### config.mk
export PLATFORM = sky130hd
export DESIGN_NAME = reverse_dns_name_parser
export DESIGN_NICKNAME = d
export VERILOG_FILES = /design/src/rdns_pkg.sv /design/src/reverse_dns_name_parser.sv /design/src/rdns_front.sv /design/src/rdns_queue.sv /design/src/rdns_back.sv
export SDC_FILE = /design/constraint.sdc
export NUM_CORES = 1
export LEC_CHECK = 0
export ABC_AREA = 1
export BUFFER_PORTS_ARGS = -buffer_cell sky130_fd_sc_hd__clkbuf_2
export CAP_MARGIN = 20
export CELL_PAD_IN_SITES_DETAIL_PLACEMENT = 2
export CELL_PAD_IN_SITES_GLOBAL_PLACEMENT = 2
export CORE_AREA = 2 2 226 228
export CTS_BUF_LIST = sky130_fd_sc_hd__clkbuf_16
export DETAILED_ROUTE_END_ITERATION = 8
export DIE_AREA = 0 0 228 230
export PLACE_DENSITY_LB_ADDON = 0.1
export SYNTH_ARGS = -nofsm -noshare
export SYNTH_HDL_FRONTEND = slang
export SYNTH_SLANG_ARGS = --single-unit
### constraint.sdc
create_clock -name clock -period 5.7 [get_ports clock]
set_input_delay 1.71 -clock clock [delete_from_list [all_inputs] [get_ports clock]]
set_output_delay 1.71 -clock clock [all_outputs]
set_load 0.02 [all_outputs]
### src/rdns_pkg.sv
// Shared types, constants and suffix tables for the reverse DNS name parser.
package rdns_pkg;

   localparam int MAX_NAME_LENGTH     = 255;
   localparam int QUEUE_DEPTH_DEFAULT = 4;

   localparam int IPV4_OCTETS   = 4;
   localparam int IPV4_TAIL_LEN = 12;
   localparam int IPV4_MIN_LEN  = 20;
   localparam int IPV4_MAX_LEN  = 28;
   localparam int OCTET_MAX     = 255;
   localparam int OCTET_SAT     = 256;

   localparam int IPV6_BYTES    = 16;
   localparam int IPV6_TAIL_LEN = 8;
   localparam int IPV6_NAME_LEN = 72;

   localparam logic [7:0] CHR_DOT = 8'h2e;

   typedef enum logic [1:0] {
      STATUS_IPV4    = 2'd0,
      STATUS_IPV6    = 2'd1,
      STATUS_INVALID = 2'd2
   } status_type;

   typedef struct packed {
      logic [7:0] chr;
      logic       last;
      logic       is_digit;
      logic       is_hex;
      logic       is_dot;
      logic [3:0] nib;
   } token_type;

   typedef struct packed {
      logic empty;
      logic full;
   } queue_status_type;

   function automatic logic [7:0] ipv4_tail_char(input logic [3:0] pos);
      logic [7:0] c;
      case (pos)
         4'd0:    c = "i";
         4'd1:    c = "n";
         4'd2:    c = "-";
         4'd3:    c = "a";
         4'd4:    c = "d";
         4'd5:    c = "d";
         4'd6:    c = "r";
         4'd7:    c = ".";
         4'd8:    c = "a";
         4'd9:    c = "r";
         4'd10:   c = "p";
         4'd11:   c = "a";
         default: c = 8'h00;
      endcase
      return c;
   endfunction

   function automatic logic [7:0] ipv6_tail_char(input logic [2:0] pos);
      logic [7:0] c;
      case (pos)
         3'd0:    c = "i";
         3'd1:    c = "p";
         3'd2:    c = "6";
         3'd3:    c = ".";
         3'd4:    c = "a";
         3'd5:    c = "r";
         3'd6:    c = "p";
         3'd7:    c = "a";
         default: c = 8'h00;
      endcase
      return c;
   endfunction

endpackage

### src/reverse_dns_name_parser.sv
// Top level of the reverse DNS name parser: front end, token queue and parser.
//
//   channel   direction   handshake              payload
//   req       in          req_valid / req_stall  req_name_char, req_last_char
//   rsp       out         rsp_valid / rsp_stall  rsp_status, rsp_address_high, rsp_address_low
//
// One character is taken per cycle while req_stall is low, and the parser consumes one queued
// token per cycle; once it pops the last token the result is registered and rsp_valid rises.
// Reset clears the queue, parse counters, flags and rsp_valid at once; no clearing pass.
// req_stall rises only when the QUEUE_DEPTH-entry token queue is full.
// rsp_stall holds only a last-character token in the queue; other characters keep flowing.
module reverse_dns_name_parser #(
   parameter int QUEUE_DEPTH = rdns_pkg::QUEUE_DEPTH_DEFAULT
) (
   input  logic        clock,
   input  logic        reset,
   input  logic        req_valid,
   output logic        req_stall,
   input  logic [7:0]  req_name_char,
   input  logic        req_last_char,
   output logic        rsp_valid,
   input  logic        rsp_stall,
   output logic [1:0]  rsp_status,
   output logic [63:0] rsp_address_high,
   output logic [63:0] rsp_address_low
);
   import rdns_pkg::*;

   queue_status_type q_status;
   token_type        push_token;
   token_type        head_token;
   logic             push;
   logic             tok_pop;
   status_type       status_w;

   rdns_front u_front (
      .req_valid     (req_valid),
      .req_stall     (req_stall),
      .req_name_char (req_name_char),
      .req_last_char (req_last_char),
      .q_status      (q_status),
      .push          (push),
      .token         (push_token)
   );

   rdns_queue #(
      .QUEUE_DEPTH (QUEUE_DEPTH)
   ) u_queue (
      .clock      (clock),
      .reset      (reset),
      .push       (push),
      .push_token (push_token),
      .pop        (tok_pop),
      .head_token (head_token),
      .q_status   (q_status)
   );

   rdns_back u_back (
      .clock            (clock),
      .reset            (reset),
      .tok              (head_token),
      .q_status         (q_status),
      .tok_pop          (tok_pop),
      .rsp_valid        (rsp_valid),
      .rsp_stall        (rsp_stall),
      .rsp_status       (status_w),
      .rsp_address_high (rsp_address_high),
      .rsp_address_low  (rsp_address_low)
   );

   assign rsp_status = status_w;

`ifndef SYNTHESIS
   a_invalid_zero: assert property (@(posedge clock) disable iff (reset)
      (rsp_valid && status_w == STATUS_INVALID) |->
         (rsp_address_high == 64'h0 && rsp_address_low == 64'h0))
      else $error("invalid name carries a nonzero address");

   a_ipv4_narrow: assert property (@(posedge clock) disable iff (reset)
      (rsp_valid && status_w == STATUS_IPV4) |->
         (rsp_address_high == 64'h0 && rsp_address_low[63:32] == 32'h0))
      else $error("IPv4 result has bits above the low 32");

   a_pop_nonempty: assert property (@(posedge clock) disable iff (reset)
      tok_pop |-> !q_status.empty)
      else $error("parser took a token from an empty queue");

   a_full_after_push: assert property (@(posedge clock) disable iff (reset)
      (q_status.full && !tok_pop) |=> q_status.full)
      else $error("full queue drained without a pop");
`endif

endmodule

### src/rdns_front.sv
// Front end: takes characters and classifies them into tokens for the queue.
module rdns_front (
   input  logic                         req_valid,
   output logic                         req_stall,
   input  logic [7:0]                   req_name_char,
   input  logic                         req_last_char,
   input  rdns_pkg::queue_status_type   q_status,
   output logic                         push,
   output rdns_pkg::token_type          token
);
   import rdns_pkg::*;

   logic is_digit;
   logic is_af;

   assign req_stall = q_status.full;
   assign push      = req_valid && !q_status.full;

   always_comb begin
      is_digit = req_name_char inside {[8'h30:8'h39]};
      is_af    = req_name_char inside {[8'h61:8'h66]};
      token.chr      = req_name_char;
      token.last     = req_last_char;
      token.is_digit = is_digit;
      token.is_hex   = is_digit || is_af;
      token.is_dot   = (req_name_char == CHR_DOT);
      token.nib      = is_af ? (req_name_char[3:0] + 4'd9) : req_name_char[3:0];
   end

endmodule

### src/rdns_queue.sv
// Token queue between the front end and the parser.
module rdns_queue #(
   parameter int QUEUE_DEPTH = rdns_pkg::QUEUE_DEPTH_DEFAULT
) (
   input  logic                         clock,
   input  logic                         reset,
   input  logic                         push,
   input  rdns_pkg::token_type          push_token,
   input  logic                         pop,
   output rdns_pkg::token_type          head_token,
   output rdns_pkg::queue_status_type   q_status
);
   import rdns_pkg::*;

   localparam int PTR_W = $clog2(QUEUE_DEPTH);
   localparam int CNT_W = $clog2(QUEUE_DEPTH + 1);

   token_type        entry_ff [QUEUE_DEPTH];
   logic [PTR_W-1:0] wr_ptr_ff, wr_ptr_in;
   logic [PTR_W-1:0] rd_ptr_ff, rd_ptr_in;
   logic [CNT_W-1:0] count_ff, count_in;

   always_comb begin
      wr_ptr_in = wr_ptr_ff;
      rd_ptr_in = rd_ptr_ff;
      count_in  = count_ff;
      if (push) begin
         wr_ptr_in = (wr_ptr_ff == PTR_W'(QUEUE_DEPTH - 1)) ? '0 : wr_ptr_ff + 1'b1;
      end
      if (pop) begin
         rd_ptr_in = (rd_ptr_ff == PTR_W'(QUEUE_DEPTH - 1)) ? '0 : rd_ptr_ff + 1'b1;
      end
      if (push && !pop) begin
         count_in = count_ff + 1'b1;
      end else if (pop && !push) begin
         count_in = count_ff - 1'b1;
      end
   end

   always_ff @(posedge clock) begin
      if (reset) begin
         wr_ptr_ff <= '0;
         rd_ptr_ff <= '0;
         count_ff  <= '0;
      end else begin
         wr_ptr_ff <= wr_ptr_in;
         rd_ptr_ff <= rd_ptr_in;
         count_ff  <= count_in;
      end
   end

   always_ff @(posedge clock) begin
      if (push) begin
         entry_ff[wr_ptr_ff] <= push_token;
      end
   end

   assign head_token     = entry_ff[rd_ptr_ff];
   assign q_status.empty = (count_ff == '0);
   assign q_status.full  = (count_ff == CNT_W'(QUEUE_DEPTH));

endmodule

### src/rdns_back.sv
// Back end: runs the IPv4 and IPv6 parsers side by side and registers the result.
module rdns_back (
   input  logic                         clock,
   input  logic                         reset,
   input  rdns_pkg::token_type          tok,
   input  rdns_pkg::queue_status_type   q_status,
   output logic                         tok_pop,
   output logic                         rsp_valid,
   input  logic                         rsp_stall,
   output rdns_pkg::status_type         rsp_status,
   output logic [63:0]                  rsp_address_high,
   output logic [63:0]                  rsp_address_low
);
   import rdns_pkg::*;

   localparam logic [1:0] PH_LOW  = 2'd0;
   localparam logic [1:0] PH_DOT1 = 2'd1;
   localparam logic [1:0] PH_HIGH = 2'd2;
   localparam logic [1:0] PH_DOT2 = 2'd3;

   logic [7:0]   char_count_ff, char_count_nx, char_count_in;
   logic [8:0]   octet_value_ff, octet_value_nx, octet_value_in;
   logic [2:0]   octet_count_ff, octet_count_nx, octet_count_in;
   logic [31:0]  ipv4_address_ff, ipv4_address_in;
   logic [3:0]   ipv4_suffix_pos_ff, ipv4_suffix_pos_nx, ipv4_suffix_pos_in;
   logic         ipv4_bad_ff, ipv4_bad_nx, ipv4_bad_in;
   logic [1:0]   nibble_phase_ff, nibble_phase_nx, nibble_phase_in;
   logic [3:0]   low_nibble_ff, low_nibble_in;
   logic [4:0]   byte_count_ff, byte_count_nx, byte_count_in;
   logic [127:0] ipv6_address_ff, ipv6_address_in;
   logic [3:0]   ipv6_suffix_pos_ff, ipv6_suffix_pos_nx, ipv6_suffix_pos_in;
   logic         ipv6_bad_ff, ipv6_bad_nx, ipv6_bad_in;

   logic         rsp_valid_ff, rsp_valid_in;
   status_type   rsp_status_ff, rsp_status_in;
   logic [63:0]  rsp_high_ff, rsp_high_in;
   logic [63:0]  rsp_low_ff, rsp_low_in;

   logic [11:0]  octet_product;
   logic         finish;
   logic         v4_ok;
   logic         v6_ok;

   assign tok_pop = !q_status.empty && (!tok.last || !rsp_valid_ff || !rsp_stall);
   assign finish  = tok_pop && tok.last;
   assign octet_product = ({3'b000, octet_value_ff} << 3) + ({3'b000, octet_value_ff} << 1)
                        + {8'h00, tok.nib};

   // advance both parsers on one token
   always_comb begin
      char_count_nx      = char_count_ff;
      octet_value_nx     = octet_value_ff;
      octet_count_nx     = octet_count_ff;
      ipv4_address_in    = ipv4_address_ff;
      ipv4_suffix_pos_nx = ipv4_suffix_pos_ff;
      ipv4_bad_nx        = ipv4_bad_ff;
      nibble_phase_nx    = nibble_phase_ff;
      low_nibble_in      = low_nibble_ff;
      byte_count_nx      = byte_count_ff;
      ipv6_address_in    = ipv6_address_ff;
      ipv6_suffix_pos_nx = ipv6_suffix_pos_ff;
      ipv6_bad_nx        = ipv6_bad_ff;
      if (tok_pop) begin
         if (char_count_ff != 8'hff) begin
            char_count_nx = char_count_ff + 1'b1;
         end
         if (!ipv4_bad_ff) begin
            if (octet_count_ff < 3'(IPV4_OCTETS)) begin
               if (tok.is_digit) begin
                  octet_value_nx = (octet_product > 12'(OCTET_SAT)) ? 9'(OCTET_SAT)
                                                                    : octet_product[8:0];
               end else if (tok.is_dot && octet_value_ff <= 9'(OCTET_MAX)) begin
                  ipv4_address_in[8*octet_count_ff[1:0] +: 8] = octet_value_ff[7:0];
                  octet_count_nx = octet_count_ff + 1'b1;
                  octet_value_nx = '0;
               end else begin
                  ipv4_bad_nx = 1'b1;
               end
            end else if (ipv4_suffix_pos_ff < 4'(IPV4_TAIL_LEN) &&
                         tok.chr == ipv4_tail_char(ipv4_suffix_pos_ff)) begin
               ipv4_suffix_pos_nx = ipv4_suffix_pos_ff + 1'b1;
            end else begin
               ipv4_bad_nx = 1'b1;
            end
         end
         if (!ipv6_bad_ff) begin
            if (byte_count_ff < 5'(IPV6_BYTES)) begin
               case (nibble_phase_ff)
                  PH_LOW: begin
                     if (tok.is_hex) begin
                        low_nibble_in   = tok.nib;
                        nibble_phase_nx = PH_DOT1;
                     end else begin
                        ipv6_bad_nx = 1'b1;
                     end
                  end
                  PH_HIGH: begin
                     if (tok.is_hex) begin
                        ipv6_address_in[8*byte_count_ff[3:0] +: 8] = {tok.nib, low_nibble_ff};
                        nibble_phase_nx = PH_DOT2;
                     end else begin
                        ipv6_bad_nx = 1'b1;
                     end
                  end
                  PH_DOT1: begin
                     if (tok.is_dot) begin
                        nibble_phase_nx = PH_HIGH;
                     end else begin
                        ipv6_bad_nx = 1'b1;
                     end
                  end
                  PH_DOT2: begin
                     if (tok.is_dot) begin
                        byte_count_nx   = byte_count_ff + 1'b1;
                        nibble_phase_nx = PH_LOW;
                     end else begin
                        ipv6_bad_nx = 1'b1;
                     end
                  end
                  default: ipv6_bad_nx = 1'b1;
               endcase
            end else if (ipv6_suffix_pos_ff < 4'(IPV6_TAIL_LEN) &&
                         tok.chr == ipv6_tail_char(ipv6_suffix_pos_ff[2:0])) begin
               ipv6_suffix_pos_nx = ipv6_suffix_pos_ff + 1'b1;
            end else begin
               ipv6_bad_nx = 1'b1;
            end
         end
      end
   end

   // judge the name on its last character, then clear the parse counters and flags
   always_comb begin
      v4_ok = !ipv4_bad_nx && octet_count_nx == 3'(IPV4_OCTETS) &&
              ipv4_suffix_pos_nx == 4'(IPV4_TAIL_LEN) &&
              char_count_nx >= 8'(IPV4_MIN_LEN) && char_count_nx <= 8'(IPV4_MAX_LEN) &&
              char_count_nx <= 8'(MAX_NAME_LENGTH);
      v6_ok = !ipv6_bad_nx && byte_count_nx == 5'(IPV6_BYTES) &&
              ipv6_suffix_pos_nx == 4'(IPV6_TAIL_LEN) &&
              char_count_nx == 8'(IPV6_NAME_LEN) && char_count_nx <= 8'(MAX_NAME_LENGTH);

      char_count_in      = finish ? '0 : char_count_nx;
      octet_value_in     = finish ? '0 : octet_value_nx;
      octet_count_in     = finish ? '0 : octet_count_nx;
      ipv4_suffix_pos_in = finish ? '0 : ipv4_suffix_pos_nx;
      ipv4_bad_in        = finish ? 1'b0 : ipv4_bad_nx;
      nibble_phase_in    = finish ? PH_LOW : nibble_phase_nx;
      byte_count_in      = finish ? '0 : byte_count_nx;
      ipv6_suffix_pos_in = finish ? '0 : ipv6_suffix_pos_nx;
      ipv6_bad_in        = finish ? 1'b0 : ipv6_bad_nx;

      rsp_valid_in  = rsp_valid_ff && rsp_stall;
      rsp_status_in = rsp_status_ff;
      rsp_high_in   = rsp_high_ff;
      rsp_low_in    = rsp_low_ff;
      if (finish) begin
         rsp_valid_in = 1'b1;
         if (v4_ok) begin
            rsp_status_in = STATUS_IPV4;
            rsp_high_in   = '0;
            rsp_low_in    = {32'h0, ipv4_address_in};
         end else if (v6_ok) begin
            rsp_status_in = STATUS_IPV6;
            rsp_high_in   = ipv6_address_in[127:64];
            rsp_low_in    = ipv6_address_in[63:0];
         end else begin
            rsp_status_in = STATUS_INVALID;
            rsp_high_in   = '0;
            rsp_low_in    = '0;
         end
      end
   end

   always_ff @(posedge clock) begin
      if (reset) begin
         char_count_ff      <= '0;
         octet_value_ff     <= '0;
         octet_count_ff     <= '0;
         ipv4_suffix_pos_ff <= '0;
         ipv4_bad_ff        <= 1'b0;
         nibble_phase_ff    <= PH_LOW;
         byte_count_ff      <= '0;
         ipv6_suffix_pos_ff <= '0;
         ipv6_bad_ff        <= 1'b0;
         rsp_valid_ff       <= 1'b0;
      end else begin
         char_count_ff      <= char_count_in;
         octet_value_ff     <= octet_value_in;
         octet_count_ff     <= octet_count_in;
         ipv4_suffix_pos_ff <= ipv4_suffix_pos_in;
         ipv4_bad_ff        <= ipv4_bad_in;
         nibble_phase_ff    <= nibble_phase_in;
         byte_count_ff      <= byte_count_in;
         ipv6_suffix_pos_ff <= ipv6_suffix_pos_in;
         ipv6_bad_ff        <= ipv6_bad_in;
         rsp_valid_ff       <= rsp_valid_in;
      end
   end

   always_ff @(posedge clock) begin
      ipv4_address_ff <= ipv4_address_in;
      low_nibble_ff   <= low_nibble_in;
      ipv6_address_ff <= ipv6_address_in;
      rsp_status_ff   <= rsp_status_in;
      rsp_high_ff     <= rsp_high_in;
      rsp_low_ff      <= rsp_low_in;
   end

   assign rsp_valid        = rsp_valid_ff;
   assign rsp_status       = rsp_status_ff;
   assign rsp_address_high = rsp_high_ff;
   assign rsp_address_low  = rsp_low_ff;

endmodule

==> results of run 1 <==
-- cell families (layout without fill, tap and decap cells) --
group	count (synthesis)	after routing	synth area share, %
and+or+nand+nor	959	959	23.12
DFF	418	418	56.31
buffers and inverters	365	560	8.033
AOI/OAI and AO/OA	255	255	8.060
adders and majority gates	53	53	3.730
xor gates and xnor gates	14	14	0.7489
-- how the worst min path moves through the flow --
| stage | slack, ns | from | endpoint |
|---|---|---|---|
| 5_1_grt | 0.49 | u_back.ipv6_address_ff[90] | u_back.ipv6_address_ff[90] |
| 6_report | 0.45 | u_back.ipv6_address_ff[5] | u_back.ipv6_address_ff[5] |
| 2_1_floorplan | 0.41 | u_back.ipv6_address_ff[33] | u_back.ipv6_address_ff[33] |
| 3_5_place_dp | 0.44 | u_back.ipv6_address_ff[33] | u_back.ipv6_address_ff[33] |
| 4_1_cts | 0.46 | u_back.ipv6_address_ff[33] | u_back.ipv6_address_ff[33] |
| 3_3_place_gp | 0.44 | u_back.ipv6_address_ff[90] | u_back.ipv6_address_ff[90] |
-- critical path: stages, from the launching register on --
cell	delay (ns)
dfxtp_1	0.63
inv_4	0.22
buf_4	0.35
nand2_1	0.12
nand3_1	0.09
nand2_1	0.19
inv_1	0.25
ha_1	0.19
ha_1	0.21
inv_1	0.07
fa_1	0.41
o21ai_0	0.39
a21oi_1	0.11
o21ai_0	0.21
xor2_1	0.17
inv_1	0.09
nand2_1	0.23
nand3_1	0.13
nor3_1	0.18
nor2_1	0.06
-- placed cells by master (no fill, tap or decap), types with 12 or more instances in the layout --
cell / n
dfxtp_1: 220
edfxtp_1: 198
nor2_2: 30
buf_4: 20
nor2_1: 239
o21ai_0: 112
clkbuf_16: 50
ha_1: 50
nor3_1: 20
a21oi_1: 63
nand2_1: 426
nand4_1: 100
o21a_1: 53
nand3_1: 101
clkbuf_2: 144
clkinv_2: 12
inv_1: 296
-- state kept, by name, indices dropped and copies added, names as in the netlist, named ones only --
| name | count |
|---|---|
| u_back.octet_value_ff | 9 |
| u_queue.count_ff | 3 |
| u_back.ipv4_bad_ff | 1 |
| u_back.char_count_ff | 8 |
| u_queue.rd_ptr_ff | 2 |
| u_back.ipv6_bad_ff | 1 |
| u_back.nibble_phase_ff | 2 |
| u_queue.wr_ptr_ff | 2 |
| u_back.ipv4_address_ff | 32 |
| u_back.ipv4_suffix_pos_ff | 4 |
| u_back.byte_count_ff | 5 |
| u_back.octet_count_ff | 3 |
| u_back.rsp_address_high | 64 |
| u_back.rsp_status | 2 |
| u_back.rsp_address_low | 64 |
| u_back.ipv6_suffix_pos_ff | 4 |
| u_back.ipv6_address_ff | 128 |
| u_back.rsp_valid | 1 |
| u_back.low_nibble_ff | 4 |
| u_queue.entry_ff | 64 |
-- per-layer routing --
layer / vias to the layer above / share of wire (%)
met5: - / 0
met4: 0 / 2.8
met3: 84 / 2.7
met2: 200 / 52
met1: 7427 / 43
li1: 7109 / -
-- area by class of cell --
cell class | count | area (µm²) | share of cell area, %
well taps | 672 | 840.8 | 3.933
clock buffers | 50 | 1251 | 5.853
flip-flops and latches | 418 | 10350 | 48.41
multi-input cells | 1281 | 6566 | 30.72
inverters | 300 | 1139 | 5.326
clock inverters | 40 | 247.7 | 1.159
repair buffers | 170 | 983.4 | 4.600
-- per-stage QoR --
step	util (%)	area (µm²)
finish	42.87	21380
global route	42.87	21380
CTS	42.81	21350
detailed placement	39.81	19850
global placement	39.72	19810
floorplan	-	18380
-- power groups by stage --
| stage | registers, mW | clock network (mW) | logic, mW |
|---|---|---|---|
| after detailed placement | 4.29 | 0 | 2.96 |
| after global routing | 4.27 | 3.11 | 3.26 |
| after floorplan | 4.66 | 0 | 1.44 |
| after global placement | 4.26 | 0 | 2.86 |
| after CTS | 4.23 | 3.00 | 2.99 |
| final | 4.21 | 2.93 | 2.94 |
==> key figures, run 1 <==
Floorplan
  – Core ar.: 49860 µm²
  – Die Ht: 230 µm
  – Initial core utilization: 36.86%
  – Width of the chip: 228 µm
  – Die ar.: 52440 µm²
  – # rows: 82
  – Boundary Pins: 145

Global route
  – Overall Global Routing Usage: 23.04%
  – Pin count of the biggest net entering global routing: 57
  – M3 GR Usage: 2.852%
  – First-pass GRT wire length: 94450 µm
  – Initial antenna violation count: 0
  – Met2 Use GR: 42.66%
  – Met1 Use GR: 27.59%
  – Vias in the first global route: 16.36k
  – Most used routing layer: met2
  – Global route overflow: 0

CTS
  – Htree depth: 2
  – TritonCTS clock tree: built
  – Clock slew at reported path FFs: 0.06 ns
  – Hold-fix buffers, CTS: 0
  – Bufs on Longest Clock Path: 3
  – Root buffer cell: clkbuf_16
  – Clock Sinks: 418
  – Total CTS buffers: 48
  – Setup Fix Bufs, Post-CTS: 0
  – Clock latency on the worst-skew pair: 0.60 ns
  – PostCTS Resize Cnt: 0

Cells and area
  – Finished Layout Cells: 2931
  – Filler Cell Count: 5573
  – Area Overhead vs Synth: 16.31%
  – Nets: 2285
  – Ant diodes: 0
  – Layout cells sized above 1: 13.72%

Logic synthesis
  – Top_reg_cell synth: dfxtp_1
  – Mapped cell area: 18380 µm²
  – Syn. warnings: 0
  – Seq/Total Area, Yosys: 56.31%
  – Yosys top cell by area: edfxtp_1
  – Cells after Synth: 2064
  – Top post-synthesis cells by area: edfxtp_1, dfxtp_1, nand2_1
  – Most common cell in the netlist: nand2_1
  – Average cell area after synthesis: 8.905 µm²
  – Post-synth EDFFs: 198
  – Synth Register Bits: 418
  – Synth unique cells: 48
  – Asr flop ratio synth: 0%
  – Area share of the leading cell type in the synthesized netlist: 32.35%
  – Commonest cells post-synth: nand2_1, inv_1, nor2_1
  – Post-Syn Nets: 2130

STA
  – Final setup vio count: 0
  – Slew headroom: 33.60%
  – Max Freq: 224.9 MHz
  – Worst slew pin tran: 0.9946 ns
  – Fin worst setup slack: 1.254 ns
  – Final Hold Viols: 0
  – Final Skew: 0.01947 ns
  – Hold_ws: 0.4524 ns
  – Setup TNS: 0 ns
  – RSZ-0062 raised after global routing: false
  – Final Critical Period: 4.446 ns
  – Slew Viols, Final: 0
  – Period utilisation layout: 78.00%

Place
  – HPWL Detailed: 43670 µm
  – Place WS: 1.229 ns
  – Port Buffers: 144
  – Routability cong.: 0.7762
  – Placed Cells: 2839

Power and ir drop
  – Clock network fraction of total power: 29.0%
  – Sw Pwr: 3.810 mW
  – Sw frac: 37.80%
  – Cell Int Power: 6.269 mW
  – P per Cell Area: 471.5 nW/µm²
  – Comb power frac: 29.2%
  – Total power: 10.08 mW
  – Leak: 9.368 nW
  – Max rail drop VDD: 0.3439 mV
  – Flop pwr share: 41.8%

Worst setup path
  – R2R setup slack: 1.25 ns
  – CP arrival: 4.92 ns
  – Critical Path End: u_back.octet_value_ff[8]
  – Reg2reg path depth: 19
  – WS Path Type: reg2reg
  – Critical Path End Type: flop
  – WP data required: 6.18 ns
  – Critical path peak fanout: 29
  – Startpoint types: flop
  – Reg-to-reg endpoint: u_back.octet_value_ff[8]

Worst hold path
  – Hold WC Path Type: reg2reg
  – Worst hold path depth: 2

Route
  – Drt via density: 5.056
  – # DRC: 0
  – Antenna Nets Post-Route: 0
  – Starting DRT DRC Count: 592
  – Post-Route WL: 60020 µm
  – Drt first pass iters: 5
  – Via count: 14.82k
  – Drt wl/cell: 20.48 µm

Status
  – Status: complete, no violations

Job
  – # Max-Cap Violations: 0
No activity file was read; power rests on OpenSTA's default activity.
==> inputs of run 2 (changes only) <==
==> constraint.sdc (replaced) <==
create_clock -name clock -period 4.3 [get_ports clock]
set_input_delay 1.29 -clock clock [delete_from_list [all_inputs] [get_ports clock]]
set_output_delay 1.29 -clock clock [all_outputs]
set_load 0.02 [all_outputs]
==> run 2 against run 1 <==
Against the previous run: clock power is 32% higher; sequential share of layout area is 0.23 points lower; setup slack lost 0.59 ns; cell count is 0.55% higher.
==> key figures, run 2 (synthesis results as in run 1) <==
Status
  – Status: complete, no violations

STA
  – Setup TNS: 0 ns
  – Slew Viols, Final: 0
  – RSZ-0062 raised after global routing: false
  – Slew headroom: 26.50%
  – Final setup vio count: 0
  – Final Hold Viols: 0
  – Final Skew: 0.02076 ns
  – Max Freq: 275.3 MHz
  – Worst slew pin tran: 1.092 ns
  – Period utilisation layout: 84.47%
  – Final Critical Period: 3.632 ns

Worst setup path
  – CP arrival: 4.07 ns
  – WP data required: 4.74 ns
  – Reg2reg path depth: 13
  – R2R setup slack: 0.67 ns
  – CP top delay family: simple AND/OR/NAND/NOR gates
  – Most used cell, CP: nand2_1
  – CP max stage cell: dfxtp_1
  – Critical path peak fanout: 12
  – Startpoint types: flop
  – Worst path cell trace: inv_1, ha_1, nand3_1, inv_1, nor3_1, nand2_1, nor3_1, inv_1, nor2_1, nand2_1, nand2_1, nand4_1, nand2_1
  – Buf/Inv on CP: 3
  – WS Path Type: reg2reg
  – Critical Path End Type: flop
  – Reg-to-reg endpoint: u_back.rsp_address_low[10]
  – RR Startpoint: u_back.byte_count_ff[0]
  – CP max stage delay: 0.61 ns

Route
  – Antenna Nets Post-Route: 0
  – Starting DRT DRC Count: 697
  – Drt wl/cell: 20.22 µm
  – Drt first pass iters: 5
  – Post-Route WL: 59580 µm
  – Via count: 14.83k
  – Drt via density: 5.033
  – # DRC: 0

Cells and area
  – FF+latch area: 10350 µm²
  – Multi-input gate area: 6559 µm²
  – Top reg by flops: u_back.ipv6_address_ff
  – Most frequent cells in the layout: nand2_1, inv_1, nor2_1
  – Nets: 2302
  – Ant diodes: 0
  – Filler Cell Count: 5532
  – Layout cells sized above 1: 14.02%
  – Finished Layout Cells: 2947
  – Area Overhead vs Synth: 16.86%
  – Post-route cell area: 21480 µm²
  – Most common cell after layout, fill and taps aside: nand2_1
  – Flip-flop count of the largest register after layout: 128

CTS
  – Clock Sinks: 418
  – Bufs on Longest Clock Path: 3
  – Htree depth: 2
  – TritonCTS clock tree: built
  – Setup Fix Bufs, Post-CTS: 0
  – Hold-fix buffers, CTS: 0
  – Clock slew at reported path FFs: 0.06 ns
  – Root buffer cell: clkbuf_16
  – Clock latency on the worst-skew pair: 0.59 ns
  – Total CTS buffers: 47
  – PostCTS Resize Cnt: 0

Job
  – # Max-Cap Violations: 0

Power and ir drop
  – Max rail drop VDD: 0.2966 mV
  – P per Cell Area: 623.1 nW/µm²
  – Leak: 9.419 nW

Global route
  – Vias in the first global route: 16.27k
  – Initial antenna violation count: 0
  – Global route overflow: 0
  – First-pass GRT wire length: 93940 µm
  – Pin count of the biggest net entering global routing: 43
  – Overall Global Routing Usage: 22.78%

Place
  – Routability cong.: 0.8260
  – Port Buffers: 144
  – Placed Cells: 2859
  – Placed cell areas: 20000 µm²
  – HPWL Detailed: 43520 µm

Floorplan
  – Initial core utilization: 36.86%
  – Core ar.: 49860 µm²
  – Die ar.: 52440 µm²
  – Boundary Pins: 145
  – # rows: 82
  – Die Ht: 230 µm
  – Width of the chip: 228 µm

Worst hold path
  – End of the worst hold path: u_back.ipv6_address_ff[90]
  – HP Start: u_back.ipv6_address_ff[90]
  – Worst hold path depth: 2
  – Hold WC Path Type: reg2reg
==> run 2: cell types whose count changed in the layout (fill, tap and decap cells not counted), sizes merged <==
cell      before  now
buf           26   44
bufinv         1    3
clkbuf       194  191
clkinvlp       2    4
inv          311  308
==> run 2: worst max-delay path by stage <==
stage | from | to | slack, ns | depth (start not counted)
final | u_back.byte_count_ff[0] | u_back.rsp_address_low[10] | 0.67 | 13
after global routing | flop | u_back.octet_value_ff[4] | 0.34 | 18
after floorplan | rsp_stall | u_back.rsp_address_high[0] | 0.02 | 8
after global placement | rsp_stall | u_back.rsp_address_low[9] | 0.40 | 13
after CTS | flop | u_back.rsp_address_high[47] | 0.63 | 14
after detailed placement | rsp_stall | u_back.rsp_address_low[40] | 0.38 | 15
==> run 2: metal layers <==
metal | global-route usage [%] | wire, µm
met5 | 0 | 0
met4 | 6.311 | 1516
met3 | 3.373 | 1902
met2 | 42.25 | 30870
met1 | 27.33 | 25290
==> run 2: final cells by class <==
cell class,count,area share [%]
flip-flops and latches,418,48.19
multi-input cells,1281,30.54
clock buffers,47,5.476
inverters,300,5.295
repair buffers,188,5.185
well taps,672,3.915
clock inverters,41,1.404
==> run 2: report_power, final <==
part | leakage (nW) | total [mW] | switching, mW | internal [mW]
registers | 3.67 | 5.52 | 0.394 | 5.13
clock network | 0.755 | 3.88 | 1.70 | 2.18
logic | 4.99 | 3.98 | 2.92 | 1.06
total | 9.42 | 13.4 | 5.01 | 8.37
==> run 2: worst min-delay path, cell delays in order, from the launching register on <==
cell     delay [ns]
dfxtp_1        0.30
a21oi_1        0.07
inv_1          0.05
==> run 2: through the flow <==
stage | util, % | worst slack [ns] | hold WS, ns | power, mW
after floorplan | - | 0.01931 | 0.4141 | 8.074
after global placement | 40.11 | 0.4038 | 0.4337 | 9.481
after detailed placement | 40.11 | 0.3825 | 0.4360 | 9.654
after CTS | 43.07 | 0.6320 | 0.4504 | 13.59
after global routing | 43.07 | 0.3419 | 0.4737 | 14.16
final | 43.07 | 0.6677 | 0.4468 | 13.38
